<file path="src/rtl/awa_pkg.sv">
`timescale 1ns / 1ps
package awa_pkg;

  localparam int STATE_W = 4;
  localparam int SYM_W   = 8;
  localparam int CFG_W   = 16;

  typedef enum logic [1:0] {
    MODE_CLEAR  = 2'd0,
    MODE_APPEND = 2'd1,
    MODE_SYMBOL = 2'd2,
    MODE_END    = 2'd3
  } mode_t;

  // config register indexes
  localparam logic [0:0] REG_INITIAL_STATE = 1'd0;
  localparam logic [0:0] REG_FINAL_MASK    = 1'd1;

  typedef struct packed {
    mode_t              mode;
    logic [SYM_W-1:0]   symbol;
    logic [STATE_W-1:0] from_state;
    logic [STATE_W-1:0] to_state;
  } in_item_t;

  typedef struct packed {
    logic               accepted;
    logic               no_transition;
    logic [STATE_W-1:0] end_state;
  } out_item_t;

  // search token that walks down the cell row
  typedef struct packed {
    logic               valid;
    logic               hit;
    logic [STATE_W-1:0] state;
    logic [SYM_W-1:0]   symbol;
    logic [STATE_W-1:0] next_state;
  } query_t;

  // one table entry
  typedef struct packed {
    logic [STATE_W-1:0] source;
    logic [SYM_W-1:0]   symbol;
    logic [STATE_W-1:0] target;
  } entry_t;

endpackage

</file>
<file path="src/rtl/automaton_word_acceptor_top.sv">
`timescale 1ns / 1ps
// Table-driven finite automaton that accepts or rejects words. Items clear the
// transition table, append a transition, feed one word symbol or end the word;
// only an end-of-word item produces a result item (accepted, no_transition,
// end_state). The table lives in a row of TABLE_DEPTH cells, one entry each. A
// symbol item launches a search token that moves one cell per cycle; the first
// in-range cell that matches the current state and symbol stamps its target
// into the token. A symbol item therefore occupies the block until its token
// has walked the whole row, and no new item is taken meanwhile; clear, append,
// end-of-word and symbols on a dead word start no search. in_stall is
// high during a search and while an undelivered result item is held stalled.
// Appends to a full table are dropped. Writing initial_state while idle restarts the word.
module automaton_word_acceptor_top #(
  parameter int TABLE_DEPTH = 32,
  parameter int STATE_COUNT = 16
) (
  input  logic                          clk,
  input  logic                          rst_n,
  // input items
  input  logic                          in_valid,
  output logic                          in_stall,
  input  awa_pkg::in_item_t             in_item,
  // result items
  output logic                          out_valid,
  input  logic                          out_stall,
  output awa_pkg::out_item_t            out_item,
  // configuration
  input  logic                          cfg_we,
  input  logic [0:0]                    cfg_index,
  input  logic [awa_pkg::CFG_W-1:0]     cfg_data
);
  import awa_pkg::*;

  localparam int CW = $clog2(TABLE_DEPTH + 1);

  typedef enum logic [1:0] {
    ST_IDLE   = 2'b01,
    ST_SEARCH = 2'b10
  } ctrl_state_t;

  ctrl_state_t        state_r, state_nxt;
  logic [CW-1:0]      count_r, count_nxt;
  logic [STATE_W-1:0] cur_r, cur_nxt;
  logic               dead_r, dead_nxt;
  logic [STATE_W-1:0] init_r;
  logic [15:0]        mask_r;
  logic               out_valid_r, out_valid_nxt;
  out_item_t          out_item_r, out_item_nxt;

  logic               in_fire;
  logic               out_fire;
  logic               launch;
  logic               append_ok;
  logic               cur_final;

  query_t             chain [TABLE_DEPTH+1];
  logic [TABLE_DEPTH-1:0] chain_valid;
  entry_t             wr_entry;

  assign out_fire = out_valid_r && !out_stall;
  // the output register frees up in the same cycle it is taken
  assign in_stall = (state_r != ST_IDLE) || (out_valid_r && out_stall);
  assign in_fire  = in_valid && !in_stall;

  assign append_ok = in_fire && in_item.mode == MODE_APPEND &&
                     count_r < CW'(TABLE_DEPTH);
  assign launch    = in_fire && in_item.mode == MODE_SYMBOL && !dead_r;

  assign wr_entry.source = in_item.from_state;
  assign wr_entry.symbol = in_item.symbol;
  assign wr_entry.target = in_item.to_state;

  // head of the row: token carries the current state and the symbol
  always_comb begin
    chain[0]            = '0;
    chain[0].valid      = launch;
    chain[0].state      = cur_r;
    chain[0].symbol     = in_item.symbol;
  end

  for (genvar g = 0; g < TABLE_DEPTH; g++) begin : g_cell
    localparam logic [CW-1:0] IDX = CW'(g);
    awa_cell u_cell (
      .clk      (clk),
      .rst_n    (rst_n),
      .wr_en    (append_ok && count_r == IDX),
      .wr_entry (wr_entry),
      .in_range (IDX < count_r),
      .q_in     (chain[g]),
      .q_out    (chain[g+1])
    );
    assign chain_valid[g] = chain[g+1].valid;
  end

  // states at or above STATE_COUNT never accept
  assign cur_final = (int'(cur_r) < STATE_COUNT) && mask_r[cur_r];

  always_comb begin
    state_nxt     = state_r;
    count_nxt     = count_r;
    cur_nxt       = cur_r;
    dead_nxt      = dead_r;
    out_valid_nxt = out_valid_r && !out_fire;
    out_item_nxt  = out_item_r;

    case (state_r)
      ST_IDLE: begin
        if (in_fire) begin
          case (in_item.mode)
            MODE_CLEAR:  count_nxt = '0;
            MODE_APPEND: begin
              if (append_ok) count_nxt = count_r + 1'b1;
            end
            MODE_SYMBOL: begin
              if (!dead_r) state_nxt = ST_SEARCH;
            end
            MODE_END: begin
              out_valid_nxt              = 1'b1;
              out_item_nxt.accepted      = !dead_r && cur_final;
              out_item_nxt.no_transition = dead_r;
              out_item_nxt.end_state     = cur_r;
              cur_nxt                    = init_r;
              dead_nxt                   = 1'b0;
            end
            default: ;
          endcase
        end
        // config must arrive only while idle; the block itself does not enforce it
        if (cfg_we && cfg_index == REG_INITIAL_STATE) begin
          cur_nxt  = cfg_data[STATE_W-1:0];
          dead_nxt = 1'b0;
        end
      end
      ST_SEARCH: begin
        // token leaves the last cell
        if (chain[TABLE_DEPTH].valid) begin
          state_nxt = ST_IDLE;
          if (chain[TABLE_DEPTH].hit) begin
            cur_nxt = chain[TABLE_DEPTH].next_state;
          end else begin
            dead_nxt = 1'b1;
          end
        end
      end
      default: state_nxt = ST_IDLE;
    endcase
  end

  always_ff @(posedge clk) begin
    if (!rst_n) begin
      state_r     <= ST_IDLE;
      count_r     <= '0;
      cur_r       <= '0;
      dead_r      <= 1'b0;
      init_r      <= '0;
      mask_r      <= '0;
      out_valid_r <= 1'b0;
    end else begin
      state_r     <= state_nxt;
      count_r     <= count_nxt;
      cur_r       <= cur_nxt;
      dead_r      <= dead_nxt;
      out_valid_r <= out_valid_nxt;
      if (cfg_we && cfg_index == REG_INITIAL_STATE) init_r <= cfg_data[STATE_W-1:0];
      if (cfg_we && cfg_index == REG_FINAL_MASK)    mask_r <= cfg_data[15:0];
    end
    out_item_r <= out_item_nxt;
  end

  assign out_valid = out_valid_r;
  assign out_item  = out_item_r;

  // at most one token in flight
  a_one_token: assert property (@(posedge clk) disable iff (!rst_n)
    $onehot0(chain_valid))
    else $error("more than one search token in the cell row");

  // a token only exits while the controller waits for it
  a_tail_in_search: assert property (@(posedge clk) disable iff (!rst_n)
    chain[TABLE_DEPTH].valid |-> state_r == ST_SEARCH)
    else $error("search token exited outside a search");

  // no new item while a search runs
  a_stall_in_search: assert property (@(posedge clk) disable iff (!rst_n)
    state_r == ST_SEARCH |-> in_stall)
    else $error("input accepted during search");

  // fill count never passes the table depth
  a_count_bound: assert property (@(posedge clk) disable iff (!rst_n)
    count_r <= CW'(TABLE_DEPTH))
    else $error("entry count beyond table depth");

  // a launched symbol search moves the controller into search
  a_launch_search: assert property (@(posedge clk) disable iff (!rst_n)
    launch |=> state_r == ST_SEARCH)
    else $error("symbol launched without search");

endmodule

</file>
<file path="src/rtl/awa_cell.sv">
`timescale 1ns / 1ps
module awa_cell (
  input  logic            clk,
  input  logic            rst_n,
  input  logic            wr_en,
  input  awa_pkg::entry_t wr_entry,
  input  logic            in_range,
  input  awa_pkg::query_t q_in,
  output awa_pkg::query_t q_out
);
  import awa_pkg::*;

  entry_t entry_r;
  query_t q_r;
  query_t q_nxt;

  always_ff @(posedge clk) begin
    if (wr_en) begin
      entry_r <= wr_entry;
    end
  end

  // first match along the row wins; later cells only pass the token on
  always_comb begin
    q_nxt = q_in;
    if (q_in.valid && !q_in.hit && in_range &&
        entry_r.source == q_in.state && entry_r.symbol == q_in.symbol) begin
      q_nxt.hit        = 1'b1;
      q_nxt.next_state = entry_r.target;
    end
  end

  always_ff @(posedge clk) begin
    if (!rst_n) begin
      q_r.valid <= 1'b0;
    end else begin
      q_r.valid <= q_nxt.valid;
    end
    q_r.hit        <= q_nxt.hit;
    q_r.state      <= q_nxt.state;
    q_r.symbol     <= q_nxt.symbol;
    q_r.next_state <= q_nxt.next_state;
  end

  assign q_out = q_r;

endmodule

</file>
<file path="config.mk">
export PLATFORM = sky130hd
export DESIGN_NAME = automaton_word_acceptor_top
export DESIGN_NICKNAME = d
export VERILOG_FILES = /design/src/rtl/awa_pkg.sv /design/src/rtl/automaton_word_acceptor_top.sv /design/src/rtl/awa_cell.sv
export SDC_FILE = /design/constraint.sdc
export NUM_CORES = 1
export LEC_CHECK = 0
export ABC_CLOCK_PERIOD_IN_PS = 3300
export BUFFER_PORTS_ARGS = -buffer_cell sky130_fd_sc_hd__buf_2
export CAP_MARGIN = 20
export CELL_PAD_IN_SITES_DETAIL_PLACEMENT = 1
export CELL_PAD_IN_SITES_GLOBAL_PLACEMENT = 1
export CORE_MARGIN = 3
export CORE_UTILIZATION = 48
export DETAILED_ROUTE_END_ITERATION = 8
export HOLD_SLACK_MARGIN = 0.15
export PLACE_DENSITY = 0.81
export RECOVER_POWER = 25
export SETUP_SLACK_MARGIN = 0.3
export SLEW_MARGIN = 20
export SYNTH_ARGS = -nofsm -noshare
export SYNTH_HDL_FRONTEND = slang
export SYNTH_HIERARCHICAL = 1
export SYNTH_SLANG_ARGS = --single-unit
</file>
<file path="constraint.sdc">
create_clock -name clk -period 3.3 [get_ports clk]
set_input_delay 0.33 -clock clk [delete_from_list [all_inputs] [get_ports clk]]
set_output_delay 0.33 -clock clk [all_outputs]
set_load 0.05 [all_outputs]
</file>
* Word level (Yosys, flattened, before mapping)
Cells that the tools add are included.
Widths: inputs -> output; s select.
** Operators by class
- Add/sub/neg operators :: 1
- Magnitude comparators :: 34
- Eq/ne operators :: 110
- Muxes and demuxes :: 56
- Bitwise logic cells :: 1
- Reductions and logical operators :: 215
** Operator list (number)
- $eq 8x8->1 :: 32
- $logic_and 1x1->1 :: 170
- $mux 4 :: 36
- $eq 4x4->1 :: 32
- $eq 6x5->1 const B :: 16
- $lt 5x6->1 const A :: 16
- $eq 6x4->1 const B :: 8
- $lt 4x6->1 const A :: 8
- $logic_not 1->1 :: 35
- $eq 6x3->1 const B :: 4
- $lt 3x6->1 const A :: 4
- $eq 6x2->1 const B :: 2
- $lt 1x6->1 const A :: 2
- $lt 2x6->1 const A :: 2
- $pmux 6 s2 :: 1
- $mux 1 :: 10
- $ne 2x2->1 const B :: 5
- $reduce_and 5->1 :: 2
- $mux 2 :: 4
- $pmux 4 s2 :: 1
- $reduce_and 4->1 :: 2
- $add 6x1->6 const B :: 1
- $eq 2x2->1 const B :: 3
- $eq 6x1->1 const B :: 1
- other kinds (16) :: 20
** Word-level totals
- Register bits :: 1116
- Output and inout port bits :: 8
- Logic and storage cells :: 681

* Longest topological paths before layout
- Word-level depth :: 10
- Mapped depth :: 9
- Gate-level depth less buffers :: 8

* Modules after synthesis
The synthesis kept the hierarchy.
** By module, submodules not included
- awa_cell :: instances 32, cells an instance 57, area an instance 1066.0 µm²
- automaton_word_acceptor_top :: instances 1, cells an instance 311, area an instance 2383.5 µm²

* Least setup slack after synthesis
OpenSTA, ideal clock, no wires.
- Path type :: register to register
- Start :: register out_valid_r, in the netlist out_valid
- End :: register g_cell[13].u_cell/entry_r[0] (netlist name) (enable)
- Arrival time :: 2.770 ns
- Path slack :: 0.100 ns
- Cell stages (with the launch flop) :: 5
- Path buffers :: 0
- Clock period less this slack :: 3.200 ns
- Cells stage by stage :: dfxtp_1 -> nand2_1 -> nor4b_4 -> nand2_1 -> nor4_1
** On the way
- Cells in the longest elaborated chain, start to end :: 7
** RTL lines
- from (decl) :: RTL line automaton_word_acceptor_top.sv:47 : logic out_valid_r, out_valid_nxt;
- from (signal assigned) :: RTL line automaton_word_acceptor_top.sv:163 : out_valid_r <= out_valid_nxt;
- $logic_and 1x1->1 :: RTL line automaton_word_acceptor_top.sv:62 : assign in_stall = (state_r != ST_IDLE) || (out_valid_r && out_stall);
- $logic_or 1x1->1 :: RTL line automaton_word_acceptor_top.sv:62
- $logic_not 1->1 :: RTL line automaton_word_acceptor_top.sv:63 : assign in_fire = in_valid && !in_stall;
- $logic_and 1x1->1 :: RTL line automaton_word_acceptor_top.sv:63
- $logic_and 1x1->1 (2 in a row) :: RTL line automaton_word_acceptor_top.sv:65 : assign append_ok = in_fire && in_item.mode == MODE_APPEND &&
- $logic_and 1x1->1 :: RTL line automaton_word_acceptor_top.sv:86 : .wr_en (append_ok && count_r == IDX),
- to (signal assigned) :: RTL line awa_cell.sv:19 : entry_r <= wr_entry;
- to (decl) :: RTL line awa_cell.sv:13 : entry_t entry_r;
Every way passes these cells.
A chain may end at the register's enable or synchronous reset.

* Worst setup path after layout
- Start :: register state_r[1]
- End :: register g_cell[22].u_cell/entry_r[12] (netlist name) (enable)
** On the way
- Cells in the longest elaborated chain, start to end :: 7
** RTL lines
- from (decl) :: RTL line automaton_word_acceptor_top.sv:41 : ctrl_state_t state_r, state_nxt;
- from (signal assigned) :: RTL line automaton_word_acceptor_top.sv:159 : state_r <= state_nxt;
- $ne 2x1->1 :: RTL line automaton_word_acceptor_top.sv:62
- $logic_or 1x1->1 :: RTL line automaton_word_acceptor_top.sv:62
- $logic_not 1->1 :: RTL line automaton_word_acceptor_top.sv:63
- $logic_and 1x1->1 :: RTL line automaton_word_acceptor_top.sv:63
- $logic_and 1x1->1 (2 in a row) :: RTL line automaton_word_acceptor_top.sv:65
- $logic_and 1x1->1 :: RTL line automaton_word_acceptor_top.sv:86
- to (signal assigned) :: RTL line awa_cell.sv:19
- to (decl) :: RTL line awa_cell.sv:13
Every way passes these cells.

==> summary.md <==
| Metric | Value |
|---|---|
| CTS Buffer Depth | 3 |
| Reg area | ~28000 um2 |
| Initial core utilization | 48.6% |
| Antenna violation net count after detailed routing | 0 |
| CTS tree | yes |
| Share of layout cells above drive strength 1 | between 10% and 20% |
| Reg-to-reg startpoint | state_r[1] |
| Dpl hpwl | 50.6 mm |
| Fill cells | 6704 |
| Worst-Skew Late Latency | between 0.6 and 0.7 ns |
| Hold slack final | roughly 0.22 ns |
| Post-Syn Area | approximately 36000 um2 |
| Crit path capture type | flop |
| Worst hold path endpoint | init_r[2] |
| CP Buf/Inv Count | 2 |
| Number of remaining DRC errors | 0 |
| Crit path required time | 3.61 ns |
| Kind of start point of the critical path | flop |
| Fin nets | between 2000 and 2500 |
| Clock-pin slew on the worst setup and hold paths | about 0.06 ns |
| CP peak stage delay | ~0.57 ns |
| Num CTS Buffers | 106 |
| Relative slew slack | -58.5% |
| Placer Congestion | a little over 0.8 |
| P_leak | about 16 nW |
| Final Hold Fails | 0 |
| CTS Root Cell | clkbuf_16 |
| Top Ports | between 40 and 50 |
| Status | finished, violations left |
| Period minus WS final | around 2.9 ns |
| Initial DRC count | 1188 |
| Power Total | between 20 and 30 mW |
| Final cell area excluding filler cells | approximately 42000 um2 |
| Final Skew | 0.0436 ns |
| Critical Path, Cell by Cell | inv_1 -> ha_1 -> nand2_1 -> nor4b_4 -> nand2_1 -> nor2_1 -> buf_4 |
| Slew @ Worst Pin | approximately 2.4 ns |
| Final setup viols | 0 |
| Syn avg cell area | between 15 and 20 um2 |
| Hold_sp | cfg_index |
| Worst hold path class | input pin to flop |
| Area growth syn-to-layout | 14.8% |
| Placed cells | 3170 |
| Max cap viols | 7 |
| Largest net degree at the start of global routing | 58 |
| Post-Route WL | slightly above 80 mm |
| Total grt overflow | 0 |
| Crit-path slowest cell | nand2_1 |
| Global-route wire length before repair | between 100 and 150 mm |
| RSZ-0062 raised after global routing | no |
| Vias in the first global route | 19867 |
| GRT Total Usage | a little over a fifth |
| Failing checks | capacitance limit, slew limit |
| Core area | roughly 75000 um2 |
| Reg2Reg Setup Slack | 0.41 ns |
| Multi-input gate area | approximately 8700 um2 |
| Ys Warns | 6 |
| Via-per-instance ratio | 5.17 |
| Setup TNS | 0 ns |
| Slew Limit Fails | 215 |
| Post-cts sizing count | 0 |
| I/O Buffers | 47 |
| Drt wl/cell | roughly 24 um |
| Top delay family on crit path | simple AND/OR/NAND/NOR gates |
| Fmax | ~0.35 GHz |
| Fin crit share | between 80 and 90% |
| CTS sink count | around 1100 |
| Hold-fix buffers at CTS | 24 |
| Reg-to-Reg End | g_cell[22].u_cell/entry_r[12] |
| Data arrival, critical path | roughly 3.2 ns |
| R2r worst-path depth | 7 |
| Crit Path Class | flop to flop |
| Post-Synthesis Cells | 2123 |
| CTS H-Tree Depth | 3 |
| Die Wd | around 280 um |
| CP dominant cell by count | nand2_1 |
| Initial antenna violation count | 6 |
| Die Area | between 70000 and 80000 um2 |
| Peak supply drop | roughly 0.52 mV |
| Post-DP Area | between 30000 and 40000 um2 |
| Post-CTS setup buffers | 0 |
| Worst hold stages | 4 |
| Pwr dens | between 600 and 700 nW/um2 |
| Num rows | 100 |
| Routed vias | 17542 |
| Max FO, Critical Path | 16 |
| First-pass iteration count of the detailed router | 5 |
| Final non-filler cell total | ~3400 |
| Die H | 281 um |
## per-stage QoR
stage	util [%]	setup WS [ns]
after floorplan	-	0.371
after global placement	51.0	0.701
after detailed placement	51.0	0.591
after CTS	55.8	0.491
after global routing	55.8	0.331
final	55.8	0.407
## power by group
part	leakage, nW	internal, mW	switching [mW]	total (mW)
Clock	1.66	6.56	5.19	11.8
Sequential	9.65	14.9	0.273	15.1
Combinational	4.43	0.297	0.487	0.784
Total	15.7	21.7	5.95	27.7
## worst max-delay path by stage
| stage | from | to | cells past startpoint |
|---|---|---|---|
| 2_1_floorplan | out_valid | g_cell[29].u_cell/entry_r[0] | 4 |
| 3_3_place_gp | count_r[1] | g_cell[20].u_cell/q_out[3] | 8 |
| 3_5_place_dp | state_r[1] | g_cell[30].u_cell/entry_r[5] | 7 |
| 4_1_cts | state_r[1] | g_cell[22].u_cell/entry_r[6] | 7 |
| 5_1_grt | state_r[1] | g_cell[22].u_cell/entry_r[5] | 7 |
| 6_report | state_r[1] | g_cell[22].u_cell/entry_r[12] | 7 |
## layer usage
metal	wire length [um]	vias to the layer above	share of wire, %	track usage [%]
met1	32600	8989	40	25.4
met5	21	-	0.026	0
li1	-	7985	-	-
met4	2470	4	3.0	6.94
met3	3360	170	4.1	3.23
met2	43000	394	53	38.4
## area by class of cell
| type | instances | share of cell area [%] |
|---|---|---|
| well taps | 969 | 2.91 |
| repair buffers | 114 | 1.89 |
| inverters | 14 | 0.126 |
| clock inverters | 51 | 0.935 |
| clock buffers | 150 | 7.16 |
| flip-flops and latches | 1116 | 66.1 |
| diodes | 1 | 0.00601 |
| multi-input cells | 981 | 20.8 |
## flip-flops by register name, summed over array words and instances (netlist names)
| name | count |
|---|---|
| count_r | 6 |
| out_valid | 1 |
| init_r | 4 |
| mask_r | 16 |
| state_r | 2 |
| g_cell.u_cell/q_out | 564 |
| g_cell.u_cell/entry_r | 512 |
| out_item | 6 |
| cur_r | 4 |
| dead_r | 1 |
## layout by cell type, fill, tap and decap left out, types with 3 or more instances in the layout
| cell | count |
|---|---|
| nor3_2 | 4 |
| a21boi_0 | 18 |
| edfxtp_1 | 518 |
| clkinv_1 | 20 |
| buf_2 | 42 |
| mux2_2 | 131 |
| and4b_1 | 32 |
| xnor2_1 | 32 |
| or3_1 | 3 |
| buf_4 | 41 |
| inv_1 | 14 |
| nand2_1 | 74 |
| ha_1 | 6 |
| o21ai_0 | 11 |
| clkbuf_8 | 12 |
| and2_1 | 36 |
| xor2_1 | 352 |
| nand3_1 | 3 |
| conb_1 | 6 |
| dfxtp_1 | 598 |
| dlygate4sd3_1 | 24 |
| o21bai_1 | 6 |
| nand4_1 | 3 |
| bufinv_16 | 3 |
| nor4_4 | 33 |
| nand2b_1 | 5 |
| clkinv_2 | 19 |
| or2b_1 | 32 |
| nor2b_1 | 4 |
| nor4_2 | 32 |
| nand4_2 | 32 |
| nor3_1 | 33 |
| clkbuf_1 | 37 |
| mux2i_1 | 8 |
| inv_16 | 3 |
| a21oi_1 | 15 |
| clkbuf_16 | 108 |
| nor2_1 | 38 |
## tightest hold or removal path: cells and delay by family
family / cells / cell delay, ns
AND/OR/NAND/NOR: 2 / 0.23
multiplexers: 1 / 0.17
buffers and inverters: 1 / 0.10
Note: power is estimated with default switching activity, not from simulation.
